### src/hdl/mcet_pkg.sv
// Shared widths, constants and the month-start table for the expiry time block.
`timescale 1ns / 1ps

package mcet_pkg;

   // Field widths
   localparam int YEAR_W  = 14;
   localparam int MONTH_W = 4;
   localparam int DAY_W   = 5;
   localparam int NOW_W   = 40;
   localparam int SEC_W   = 38;

   // Internal widths
   localparam int DAYS_W  = 23;   // days since epoch, up to year 16383
   localparam int LEAP_W  = 13;   // y/4 - y/100 + y/400
   localparam int WSUM_W  = 15;   // weekday sum before mod 7
   localparam int DOY_W   = 9;    // day of March-based year at month start
   localparam int PROD_W  = 40;   // days times seconds per day
   localparam int WDAY_W  = 3;
   localparam int MDAY_W  = 5;

   // Calendar constants
   localparam int EPOCH_YEAR    = 1970;
   localparam int EPOCH_DAYS    = 719468;  // March-based day count of 1970-01-01
   localparam int DAYS_PER_YEAR = 365;
   localparam int SEC_PER_DAY   = 86400;
   localparam int SEC_PER_HOUR  = 3600;
   localparam int UTC_HOUR_DST  = 20;      // 16:00 at UTC-4
   localparam int UTC_HOUR_STD  = 21;      // 16:00 at UTC-5
   localparam int MIN_LEFT      = 60;
   localparam int INVALID_LEFT  = 86400;
   localparam int DAYS_PER_WEEK = 7;

   // Month codes
   localparam int MONTH_JAN = 1;
   localparam int MONTH_FEB = 2;
   localparam int MONTH_MAR = 3;
   localparam int MONTH_APR = 4;
   localparam int MONTH_MAY = 5;
   localparam int MONTH_JUN = 6;
   localparam int MONTH_JUL = 7;
   localparam int MONTH_AUG = 8;
   localparam int MONTH_SEP = 9;
   localparam int MONTH_OCT = 10;
   localparam int MONTH_NOV = 11;
   localparam int MONTH_DEC = 12;

   // Sakamoto key of March and November (both 2) plus day 1
   localparam int WDAY_OFFSET = 3;

   // Reciprocals for constant division: x/25 exact for x < 4681, x/7 for x < 43691
   localparam int RECIP_25       = 1311;
   localparam int RECIP_25_SHIFT = 15;
   localparam int RECIP_7        = 37450;
   localparam int RECIP_7_SHIFT  = 18;

   typedef logic [YEAR_W-1:0]  year_type;
   typedef logic [MONTH_W-1:0] month_type;
   typedef logic [DAY_W-1:0]   day_type;
   typedef logic [NOW_W-1:0]   now_type;
   typedef logic [SEC_W-1:0]   sec_type;
   typedef logic [LEAP_W-1:0]  leap_type;

   // Days from March 1 to the first of month m (March-based year)
   function automatic logic [DOY_W-1:0] month_start_doy(input month_type m);
      logic [DOY_W-1:0] doy;
      doy = '0;
      unique case (m)
         month_type'(MONTH_MAR): doy = DOY_W'(0);
         month_type'(MONTH_APR): doy = DOY_W'(31);
         month_type'(MONTH_MAY): doy = DOY_W'(61);
         month_type'(MONTH_JUN): doy = DOY_W'(92);
         month_type'(MONTH_JUL): doy = DOY_W'(122);
         month_type'(MONTH_AUG): doy = DOY_W'(153);
         month_type'(MONTH_SEP): doy = DOY_W'(184);
         month_type'(MONTH_OCT): doy = DOY_W'(214);
         month_type'(MONTH_NOV): doy = DOY_W'(245);
         month_type'(MONTH_DEC): doy = DOY_W'(275);
         month_type'(MONTH_JAN): doy = DOY_W'(306);
         month_type'(MONTH_FEB): doy = DOY_W'(337);
         default:                doy = '0;
      endcase
      return doy;
   endfunction

endpackage

### src/hdl/mcet_if.sv
// Request and response channel interfaces for the expiry time block.
`timescale 1ns / 1ps

interface mcet_req_if;
   import mcet_pkg::*;

   logic      valid;
   logic      ready;
   year_type  exp_year;
   month_type exp_month;
   day_type   exp_day;
   now_type   now_seconds;

   modport source (output valid, exp_year, exp_month, exp_day, now_seconds, input ready);
   modport sink   (input valid, exp_year, exp_month, exp_day, now_seconds, output ready);
endinterface

interface mcet_rsp_if;
   import mcet_pkg::*;

   logic    valid;
   logic    ready;
   logic    date_valid;
   logic    is_dst;
   sec_type expiry_seconds;
   sec_type seconds_left;

   modport source (output valid, date_valid, is_dst, expiry_seconds, seconds_left,
                   input ready);
   modport sink   (input valid, date_valid, is_dst, expiry_seconds, seconds_left,
                   output ready);
endinterface

### src/hdl/mcet_leap_count.sv
// Gregorian leap-day count y/4 - y/100 + y/400 by reciprocal multiplication.
`timescale 1ns / 1ps

module mcet_leap_count (
   input  mcet_pkg::year_type year,
   output mcet_pkg::leap_type leap
);
   import mcet_pkg::*;

   localparam int Q4_W   = YEAR_W - 2;
   localparam int Q16_W  = YEAR_W - 4;
   localparam int P100_W = Q4_W + 11;
   localparam int P400_W = Q16_W + 11;

   logic [Q4_W-1:0]   q4;
   logic [Q16_W-1:0]  q16;
   logic [P100_W-1:0] prod100;
   logic [P400_W-1:0] prod400;

   // Divide by 4 and 16 with shifts, then by 25 with a reciprocal
   assign q4      = year[YEAR_W-1:2];
   assign q16     = year[YEAR_W-1:4];
   assign prod100 = P100_W'(q4) * P100_W'(RECIP_25);
   assign prod400 = P400_W'(q16) * P400_W'(RECIP_25);

   assign leap = LEAP_W'(q4)
               - LEAP_W'(prod100[P100_W-1:RECIP_25_SHIFT])
               + LEAP_W'(prod400[P400_W-1:RECIP_25_SHIFT]);

endmodule

### src/hdl/market_close_expiry_time.sv
// Top level: date to 16:00 US Eastern close in UTC epoch seconds, five-stage pipeline.
`timescale 1ns / 1ps

// Each request carries an expiry date and the current UTC second and yields one response,
// with a new request taken in every cycle unless a stalled response backs up to the
// request side. The five register stages are the leap counts, the day and weekday sums,
// the two constant multiplies, the daylight-time decision with the hour added, then the
// seconds-left compare. Every stage has its own valid bit and loads when it is empty or
// its successor moves on, so a stalled response holds the last stage and each earlier
// stage keeps filling while it is empty. A date is valid when the year is above 1970,
// the month is 1 to 12 and the day is nonzero; an invalid date gives date_valid 0,
// is_dst 0, expiry_seconds 0 and seconds_left 86400. Days past a month's end carry into
// the next month, while the daylight-time decision uses the month and day as given.
// expiry_seconds saturates at its field's maximum, and seconds_left never drops below 60.
module market_close_expiry_time (
   input  logic        clock,
   input  logic        reset,
   mcet_req_if.sink    req_ch,
   mcet_rsp_if.source  rsp_ch
);
   import mcet_pkg::*;

   localparam int NSTG    = 5;
   localparam int DSUM_W  = DAYS_W + 1;
   localparam int Q7P_W   = WSUM_W + 16;
   localparam int Q7_W    = Q7P_W - RECIP_7_SHIFT;
   localparam int EXPF_W  = PROD_W + 1;

   // Stage handshake
   logic [NSTG-1:0] stg_valid_ff;
   logic [NSTG-1:0] stg_load;

   // Load a stage when it is empty or its contents move on
   always_comb begin
      stg_load[NSTG-1] = !stg_valid_ff[NSTG-1] || rsp_ch.ready;
      for (int k = NSTG - 2; k >= 0; k--) begin
         stg_load[k] = !stg_valid_ff[k] || stg_load[k+1];
      end
   end

   assign req_ch.ready = stg_load[0];

   always_ff @(posedge clock) begin
      if (reset) begin
         stg_valid_ff <= '0;
      end else begin
         if (stg_load[0]) begin
            stg_valid_ff[0] <= req_ch.valid;
         end
         for (int k = 1; k < NSTG; k++) begin
            if (stg_load[k]) begin
               stg_valid_ff[k] <= stg_valid_ff[k-1];
            end
         end
      end
   end

   // ---------------- Stage 1: range check and leap counts ----------------
   year_type  yy_in;
   logic      ok1_in;
   leap_type  leapy1_in;
   leap_type  leapyy1_in;

   year_type  y1_ff, yy1_ff;
   month_type m1_ff;
   day_type   d1_ff;
   now_type   now1_ff;
   logic      ok1_ff;
   leap_type  leapy1_ff, leapyy1_ff;

   // January and February count in the previous March-based year
   assign yy_in = (req_ch.exp_month <= month_type'(MONTH_FEB)) ?
                  req_ch.exp_year - YEAR_W'(1) : req_ch.exp_year;

   assign ok1_in = (req_ch.exp_year > YEAR_W'(EPOCH_YEAR))
                && (req_ch.exp_month >= month_type'(MONTH_JAN))
                && (req_ch.exp_month <= month_type'(MONTH_DEC))
                && (req_ch.exp_day != '0);

   mcet_leap_count u_leap_y (
      .year (req_ch.exp_year),
      .leap (leapy1_in)
   );

   mcet_leap_count u_leap_yy (
      .year (yy_in),
      .leap (leapyy1_in)
   );

   always_ff @(posedge clock) begin
      if (stg_load[0]) begin
         y1_ff      <= req_ch.exp_year;
         yy1_ff     <= yy_in;
         m1_ff      <= req_ch.exp_month;
         d1_ff      <= req_ch.exp_day;
         now1_ff    <= req_ch.now_seconds;
         ok1_ff     <= ok1_in;
         leapy1_ff  <= leapy1_in;
         leapyy1_ff <= leapyy1_in;
      end
   end

   // ---------------- Stage 2: weekday sum and day count ----------------
   logic [WSUM_W-1:0] wsum2_in;
   logic [DSUM_W-1:0] dsum2;
   logic [DAYS_W-1:0] days2_in;

   logic [WSUM_W-1:0] wsum2_ff;
   logic [DAYS_W-1:0] days2_ff;
   month_type         m2_ff;
   day_type           d2_ff;
   now_type           now2_ff;
   logic              ok2_ff;

   // Sakamoto sum for the first of March or November of the same year
   assign wsum2_in = WSUM_W'(y1_ff) + WSUM_W'(leapy1_ff) + WSUM_W'(WDAY_OFFSET);

   // Days since epoch: 365*yy + leap days + month start + day - 1, less the epoch
   assign dsum2 = DSUM_W'(yy1_ff) * DSUM_W'(DAYS_PER_YEAR)
                + DSUM_W'(leapyy1_ff)
                + DSUM_W'(month_start_doy(m1_ff))
                + DSUM_W'(d1_ff)
                - DSUM_W'(1)
                - DSUM_W'(EPOCH_DAYS);
   assign days2_in = dsum2[DAYS_W-1:0];

   always_ff @(posedge clock) begin
      if (stg_load[1]) begin
         wsum2_ff <= wsum2_in;
         days2_ff <= days2_in;
         m2_ff    <= m1_ff;
         d2_ff    <= d1_ff;
         now2_ff  <= now1_ff;
         ok2_ff   <= ok1_ff;
      end
   end

   // ---------------- Stage 3: divide by seven, scale days to seconds ----------------
   logic [Q7P_W-1:0]  q7prod;
   logic [Q7_W-1:0]   q7_3_in;
   logic [PROD_W-1:0] secs3_in;

   logic [Q7_W-1:0]   q7_3_ff;
   logic [PROD_W-1:0] secs3_ff;
   logic [WSUM_W-1:0] wsum3_ff;
   month_type         m3_ff;
   day_type           d3_ff;
   now_type           now3_ff;
   logic              ok3_ff;

   assign q7prod   = Q7P_W'(wsum2_ff) * Q7P_W'(RECIP_7);
   assign q7_3_in  = q7prod[Q7P_W-1:RECIP_7_SHIFT];
   assign secs3_in = PROD_W'(days2_ff) * PROD_W'(SEC_PER_DAY);

   always_ff @(posedge clock) begin
      if (stg_load[2]) begin
         q7_3_ff  <= q7_3_in;
         secs3_ff <= secs3_in;
         wsum3_ff <= wsum2_ff;
         m3_ff    <= m2_ff;
         d3_ff    <= d2_ff;
         now3_ff  <= now2_ff;
         ok3_ff   <= ok2_ff;
      end
   end

   // ---------------- Stage 4: daylight time and expiry second ----------------
   logic [WSUM_W-1:0] wrem;
   logic [WDAY_W-1:0] wday;
   logic [MDAY_W-1:0] first_sun;
   logic [MDAY_W-1:0] second_sun;
   logic              dst4_in;
   logic [EXPF_W-1:0] expf;
   sec_type           exp4_in;

   logic              dst4_ff;
   sec_type           exp4_ff;
   now_type           now4_ff;
   logic              ok4_ff;

   // Weekday of March 1 and November 1 of the year, 0 is Sunday
   assign wrem = wsum3_ff - WSUM_W'(q7_3_ff) * WSUM_W'(DAYS_PER_WEEK);
   assign wday = wrem[WDAY_W-1:0];

   assign first_sun  = (wday == '0) ? MDAY_W'(1) : MDAY_W'(DAYS_PER_WEEK + 1) - MDAY_W'(wday);
   assign second_sun = first_sun + MDAY_W'(DAYS_PER_WEEK);

   // On from the second Sunday of March, off from the first Sunday of November
   always_comb begin
      dst4_in = 1'b0;
      if (m3_ff > month_type'(MONTH_MAR) && m3_ff < month_type'(MONTH_NOV)) begin
         dst4_in = 1'b1;
      end else if (m3_ff == month_type'(MONTH_MAR)) begin
         dst4_in = MDAY_W'(d3_ff) >= second_sun;
      end else if (m3_ff == month_type'(MONTH_NOV)) begin
         dst4_in = MDAY_W'(d3_ff) < first_sun;
      end
   end

   // Add the close hour in UTC and saturate to the field
   assign expf = EXPF_W'(secs3_ff)
               + (dst4_in ? EXPF_W'(UTC_HOUR_DST * SEC_PER_HOUR)
                          : EXPF_W'(UTC_HOUR_STD * SEC_PER_HOUR));
   assign exp4_in = (expf[EXPF_W-1:SEC_W] != '0) ? '1 : expf[SEC_W-1:0];

   always_ff @(posedge clock) begin
      if (stg_load[3]) begin
         dst4_ff <= dst4_in;
         exp4_ff <= exp4_in;
         now4_ff <= now3_ff;
         ok4_ff  <= ok3_ff;
      end
   end

   // ---------------- Stage 5: seconds left, invalid override ----------------
   logic [NOW_W-1:0] diff5;
   logic             ahead5;
   logic             valid5_in;
   logic             dst5_in;
   sec_type          exp5_in;
   sec_type          left5_in;

   logic             valid5_ff;
   logic             dst5_ff;
   sec_type          exp5_ff;
   sec_type          left5_ff;

   assign diff5  = NOW_W'(exp4_ff) - now4_ff;
   assign ahead5 = (NOW_W'(exp4_ff) > now4_ff) && (diff5 > NOW_W'(MIN_LEFT));

   always_comb begin
      valid5_in = ok4_ff;
      dst5_in   = dst4_ff;
      exp5_in   = exp4_ff;
      left5_in  = ahead5 ? diff5[SEC_W-1:0] : SEC_W'(MIN_LEFT);
      if (!ok4_ff) begin
         dst5_in  = 1'b0;
         exp5_in  = '0;
         left5_in = SEC_W'(INVALID_LEFT);
      end
   end

   always_ff @(posedge clock) begin
      if (stg_load[4]) begin
         valid5_ff <= valid5_in;
         dst5_ff   <= dst5_in;
         exp5_ff   <= exp5_in;
         left5_ff  <= left5_in;
      end
   end

   // Drive the response channel from the last stage
   assign rsp_ch.valid          = stg_valid_ff[NSTG-1];
   assign rsp_ch.date_valid     = valid5_ff;
   assign rsp_ch.is_dst         = dst5_ff;
   assign rsp_ch.expiry_seconds = exp5_ff;
   assign rsp_ch.seconds_left   = left5_ff;

endmodule
### src/flat_wrapper.sv
// flat-port wrapper written by rule: the top's interface ports become plain ports
module market_close_expiry_time_flat import mcet_pkg::*;
  (clock, reset, req_ch_valid, req_ch_exp_year, req_ch_exp_month, req_ch_exp_day, req_ch_now_seconds, req_ch_ready, rsp_ch_valid, rsp_ch_date_valid, rsp_ch_is_dst, rsp_ch_expiry_seconds, rsp_ch_seconds_left, rsp_ch_ready);
  mcet_req_if req_ch_i ();
  mcet_rsp_if rsp_ch_i ();
  input  logic clock;
  input  logic reset;
  input wire logic [$bits(req_ch_i.valid)-1:0] req_ch_valid;
  input wire logic [$bits(req_ch_i.exp_year)-1:0] req_ch_exp_year;
  input wire logic [$bits(req_ch_i.exp_month)-1:0] req_ch_exp_month;
  input wire logic [$bits(req_ch_i.exp_day)-1:0] req_ch_exp_day;
  input wire logic [$bits(req_ch_i.now_seconds)-1:0] req_ch_now_seconds;
  output wire logic [$bits(req_ch_i.ready)-1:0] req_ch_ready;
  output wire logic [$bits(rsp_ch_i.valid)-1:0] rsp_ch_valid;
  output wire logic [$bits(rsp_ch_i.date_valid)-1:0] rsp_ch_date_valid;
  output wire logic [$bits(rsp_ch_i.is_dst)-1:0] rsp_ch_is_dst;
  output wire logic [$bits(rsp_ch_i.expiry_seconds)-1:0] rsp_ch_expiry_seconds;
  output wire logic [$bits(rsp_ch_i.seconds_left)-1:0] rsp_ch_seconds_left;
  input wire logic [$bits(rsp_ch_i.ready)-1:0] rsp_ch_ready;
  assign req_ch_i.valid = req_ch_valid;
  assign req_ch_i.exp_year = req_ch_exp_year;
  assign req_ch_i.exp_month = req_ch_exp_month;
  assign req_ch_i.exp_day = req_ch_exp_day;
  assign req_ch_i.now_seconds = req_ch_now_seconds;
  assign req_ch_ready = req_ch_i.ready;
  assign rsp_ch_valid = rsp_ch_i.valid;
  assign rsp_ch_date_valid = rsp_ch_i.date_valid;
  assign rsp_ch_is_dst = rsp_ch_i.is_dst;
  assign rsp_ch_expiry_seconds = rsp_ch_i.expiry_seconds;
  assign rsp_ch_seconds_left = rsp_ch_i.seconds_left;
  assign rsp_ch_i.ready = rsp_ch_ready;
  market_close_expiry_time u_core (.clock(clock), .reset(reset), .req_ch(req_ch_i), .rsp_ch(rsp_ch_i));
endmodule
### config.mk
export PLATFORM = sky130hd
export DESIGN_NAME = market_close_expiry_time_flat
export DESIGN_NICKNAME = d
export VERILOG_FILES = /design/src/hdl/mcet_pkg.sv /design/src/hdl/mcet_if.sv /design/src/hdl/mcet_leap_count.sv /design/src/hdl/market_close_expiry_time.sv /design/src/flat_wrapper.sv
export SDC_FILE = /design/constraint.sdc
export NUM_CORES = 2
export LEC_CHECK = 0
export BUFFER_PORTS_ARGS = -buffer_cell sky130_fd_sc_hd__buf_2
export CORE_MARGIN = 4
export CORE_UTILIZATION = 50
export CTS_CLUSTER_SIZE = 30
export DETAILED_ROUTE_END_ITERATION = 7
export PLACE_DENSITY = 0.67
export SLEW_MARGIN = 20
export SYNTH_ARGS = -nofsm -noshare
export SYNTH_HDL_FRONTEND = slang
export SYNTH_SLANG_ARGS = --single-unit
### constraint.sdc
create_clock -name clock -period 11.95 [get_ports clock]
set_input_delay 0.5975 -clock clock [delete_from_list [all_inputs] [get_ports clock]]
set_output_delay 0.5975 -clock clock [all_outputs]
set_load 0.01 [all_outputs]
==> flow_summary.json <==
{
  "post-route-period-util": 0.8268,
  "skew_ps": 18.49,
  "core_sq_um": 74950,
  "antenna_found_initial": 0,
  "yosysWarningCount": 0,
  "routed_via_density": 5.127,
  "post_drt_wl_per_cell_um": 15.95,
  "initial_utilization": 0.5070,
  "diodes": 0,
  "r2r-start": "u_core.q7_3_ff[0]",
  "holdPathStages": 1,
  "crit_fanout": 12,
  "die_w_um": 283.7,
  "dp_slack_ps": 1432,
  "numCtsBuffers": 47,
  "r2r_end": "u_core.exp4_ff[10]",
  "layout_commonest_cell": "inv_1",
  "ys_types": 83,
  "critPathSlowestCell": "fa_1",
  "synth_ff_type": "edfxtp_1",
  "vias": 23380,
  "fin_util": 0.5532,
  "crit_family": "adder cells",
  "max_freq_mhz": 101.2,
  "nets": 4583,
  "rrSetupSlack_ps": 4320,
  "crit_path_start_kind": "primary input",
  "grt_max_degree": 78,
  "placementRows": 100,
  "ys_seq_elements": 444,
  "overflow": 0,
  "antenna_left": 0,
  "cts_resized": 0,
  "cp_num_buf_inv": 7,
  "root_buffer": "clkbuf_16",
  "synth_edf_count": 430,
  "wl_met3_mm": 2.144,
  "grt_util_all_layers": 0.1851,
  "hold_path_class": "in -> reg",
  "port_buffers": 146,
  "dr.pass1.iters": 5,
  "synth_area_sq_um": 38000,
  "top_layer_used": "met4",
  "syn-num-nets": 4413,
  "cap_viol_max_count": 0,
  "fin_ws_ps": 2070,
  "crit_type": "in -> reg",
  "yosysSeqAreaShare": 0.3472,
  "cts_max_path_buffers": 3,
  "max-slew-margin-rel": 0.3104,
  "cts_hold_buf": 0,
  "hold_end": "u_core.now1_ff[38]",
  "hold_path_startpoint": "req_ch_now_seconds[38]",
  "syn_area_per_cell_sq_um": 11.23,
  "status": "finished clean",
  "cts_setup_buffers": 0,
  "rsz0062_at_grt": "false",
  "drt_iter0_markers": 1103,
  "finalSetupViolations": 0,
  "arrival_ps": 10200,
  "drt-total-wl_mm": 72.74,
  "cts_max_level": 2,
  "crit_path_end_kind": "flop",
  "synthCells": 3383,
  "tightestPinTransition_ps": 1034,
  "slew_viol_final": 0,
  "dr_wl_met2_mm": 37.56,
  "clk_latency_ps": 590,
  "drc": 0,
  "io_pins": 147,
  "min_period_ps": 9880,
  "slowest_delay_ps": 540,
  "fin_setup_tns_ps": 0,
  "finalHoldViolCount": 0,
  "dieArea_sq_um": 80470,
  "r2r_cells": 28,
  "final_cell_area_sq_um": 41460,
  "dp_hpwl_mm": 59.55,
  "synthArstFlopShare": 0,
  "grt_pass1_vias": 24360,
  "clk_pin_slew_ps": 60,
  "most-common-layout-cells": "inv_1, ha_1, edfxtp_1",
  "grt_pass1_wl_mm": 122.1,
  "cp_data_required_time_ps": 12270,
  "gp_congestion": 0.8959,
  "area_delta_synth_final_pct": 9.114,
  "die_y_um": 283.7,
  "dpl_cell_area_sq_um": 39900,
  "cts_tree": "built",
  "clock_sinks": 444,
  "final_layout_size_suffix_gt1_frac": 0.08354,
  "wl_met1_mm": 31.22
}
-- worst register-to-register path: cells and delay by family, from the launching register on --
kind | cells | cell delay [ps]
AOI/OAI and AO/OA | 11 | 2620
adders and majority gates | 6 | 1960
and+or+nand+nor | 4 | 1000
buffers and inverters | 3 | 720
xor gates and xnor gates | 4 | 610
DFF | 1 | 440
-- layer usage --
metal / vias to the layer above / GRT usage
li1: 11770 / -
met3: 122 / 0.02008
met2: 371 / 0.3444
met1: 11120 / 0.2293
met4: 0 / 0.04701
met5: - / 0
-- synth_stat cells, types with 5 or more instances --
library cell / number / area (sq um)
a211oi_1: 18 / 135.1
a21boi_0: 14 / 105.1
a21o_1: 33 / 247.7
a21oi_1: 130 / 650.6
a31oi_1: 15 / 93.84
and2_1: 46 / 287.8
and3_1: 11 / 68.82
buf_6: 5 / 56.30
clkbuf_1: 35 / 131.4
dfxtp_1: 14 / 280.3
edfxtp_1: 430 / 12910
fa_1: 294 / 5886
ha_1: 669 / 8371
inv_1: 718 / 2695
mux2i_1: 8 / 80.08
nand2_1: 143 / 536.8
nand2b_1: 24 / 150.1
nand3_1: 34 / 170.2
nand3b_1: 6 / 45.04
nand4_1: 30 / 187.7
nor2_1: 108 / 405.4
nor2b_1: 27 / 168.9
nor3_1: 34 / 170.2
nor3_2: 12 / 120.1
nor3b_1: 9 / 67.56
nor4_1: 8 / 50.05
o211ai_1: 12 / 90.09
o21a_1: 30 / 225.2
o21ai_0: 114 / 570.6
o21bai_1: 22 / 165.2
o22ai_1: 6 / 37.54
o31a_1: 5 / 43.79
o31ai_1: 9 / 67.56
or2_2: 16 / 100.1
or3_1: 14 / 87.58
xnor2_1: 132 / 1156
xor2_1: 63 / 551.8
-- sequential cells by signal, indices dropped and copies added (netlist names), 3 cells and up, named ones only --
name,flops
u_core.stg_valid_ff,5
u_core.m2_ff,4
u_core.rsp_ch.expiry_seconds,34
u_core.exp4_ff,33
u_core.days2_ff,23
u_core.secs3_ff,33
u_core.y1_ff,14
u_core.now2_ff,40
u_core.yy1_ff,14
u_core.m3_ff,4
u_core.d3_ff,5
u_core.leapy1_ff,13
u_core.q7_3_ff,3
u_core.d1_ff,5
u_core.now3_ff,40
u_core.leapyy1_ff,13
u_core.now1_ff,40
u_core.rsp_ch.seconds_left,38
u_core.wsum2_ff,15
u_core.d2_ff,5
u_core.now4_ff,40
u_core.wsum3_ff,3
u_core.m1_ff,4
-- worst max path at each step --
stage,from,end,slack (ps),cells after the start
after detailed placement,req_ch_exp_year[4],u_core.leapyy1_ff[12],1430,41
after global placement,req_ch_exp_year[4],u_core.leapyy1_ff[12],1660,41
final,req_ch_exp_year[4],u_core.leapyy1_ff[12],2070,41
after floorplan,req_ch_exp_year[3],u_core.leapyy1_ff[12],2910,39
after global routing,req_ch_exp_year[4],u_core.leapyy1_ff[12],1250,42
after CTS,req_ch_exp_year[4],u_core.leapyy1_ff[12],2030,41
-- logic make-up after synthesis --
kind of cell	share of synthesized area
fa+ha+maj	0.3752
buf+inv	0.07675
mux	0.002107
simple gates	0.07343
flops	0.3472
xor+xnor	0.04494
compound gates	0.08044
-- through the flow --
stage          hold WS, ps  std cells
2_1_floorplan        400.3       3383
3_3_place_gp         400.8       4473
3_5_place_dp         404.5       4473
4_1_cts              136.7       4560
5_1_grt              150.3       4560
6_report             183.8       4560
-- layout make-up --
| cell class | instances | area [sq um] |
|---|---|---|
| fillers | 6335 | 33480 |
| multi-input cells | 2176 | 21920 |
| flip-flops and latches | 444 | 13190 |
| inverters | 719 | 2700 |
| clock buffers | 52 | 1226 |
| well taps | 969 | 1212 |
| repair buffers | 165 | 873.3 |
| clock inverters | 35 | 336.6 |
Power is left out: the tool's default activity adds up to more than one toggle a clock period on the data nets, which glitch-free logic cannot reach.
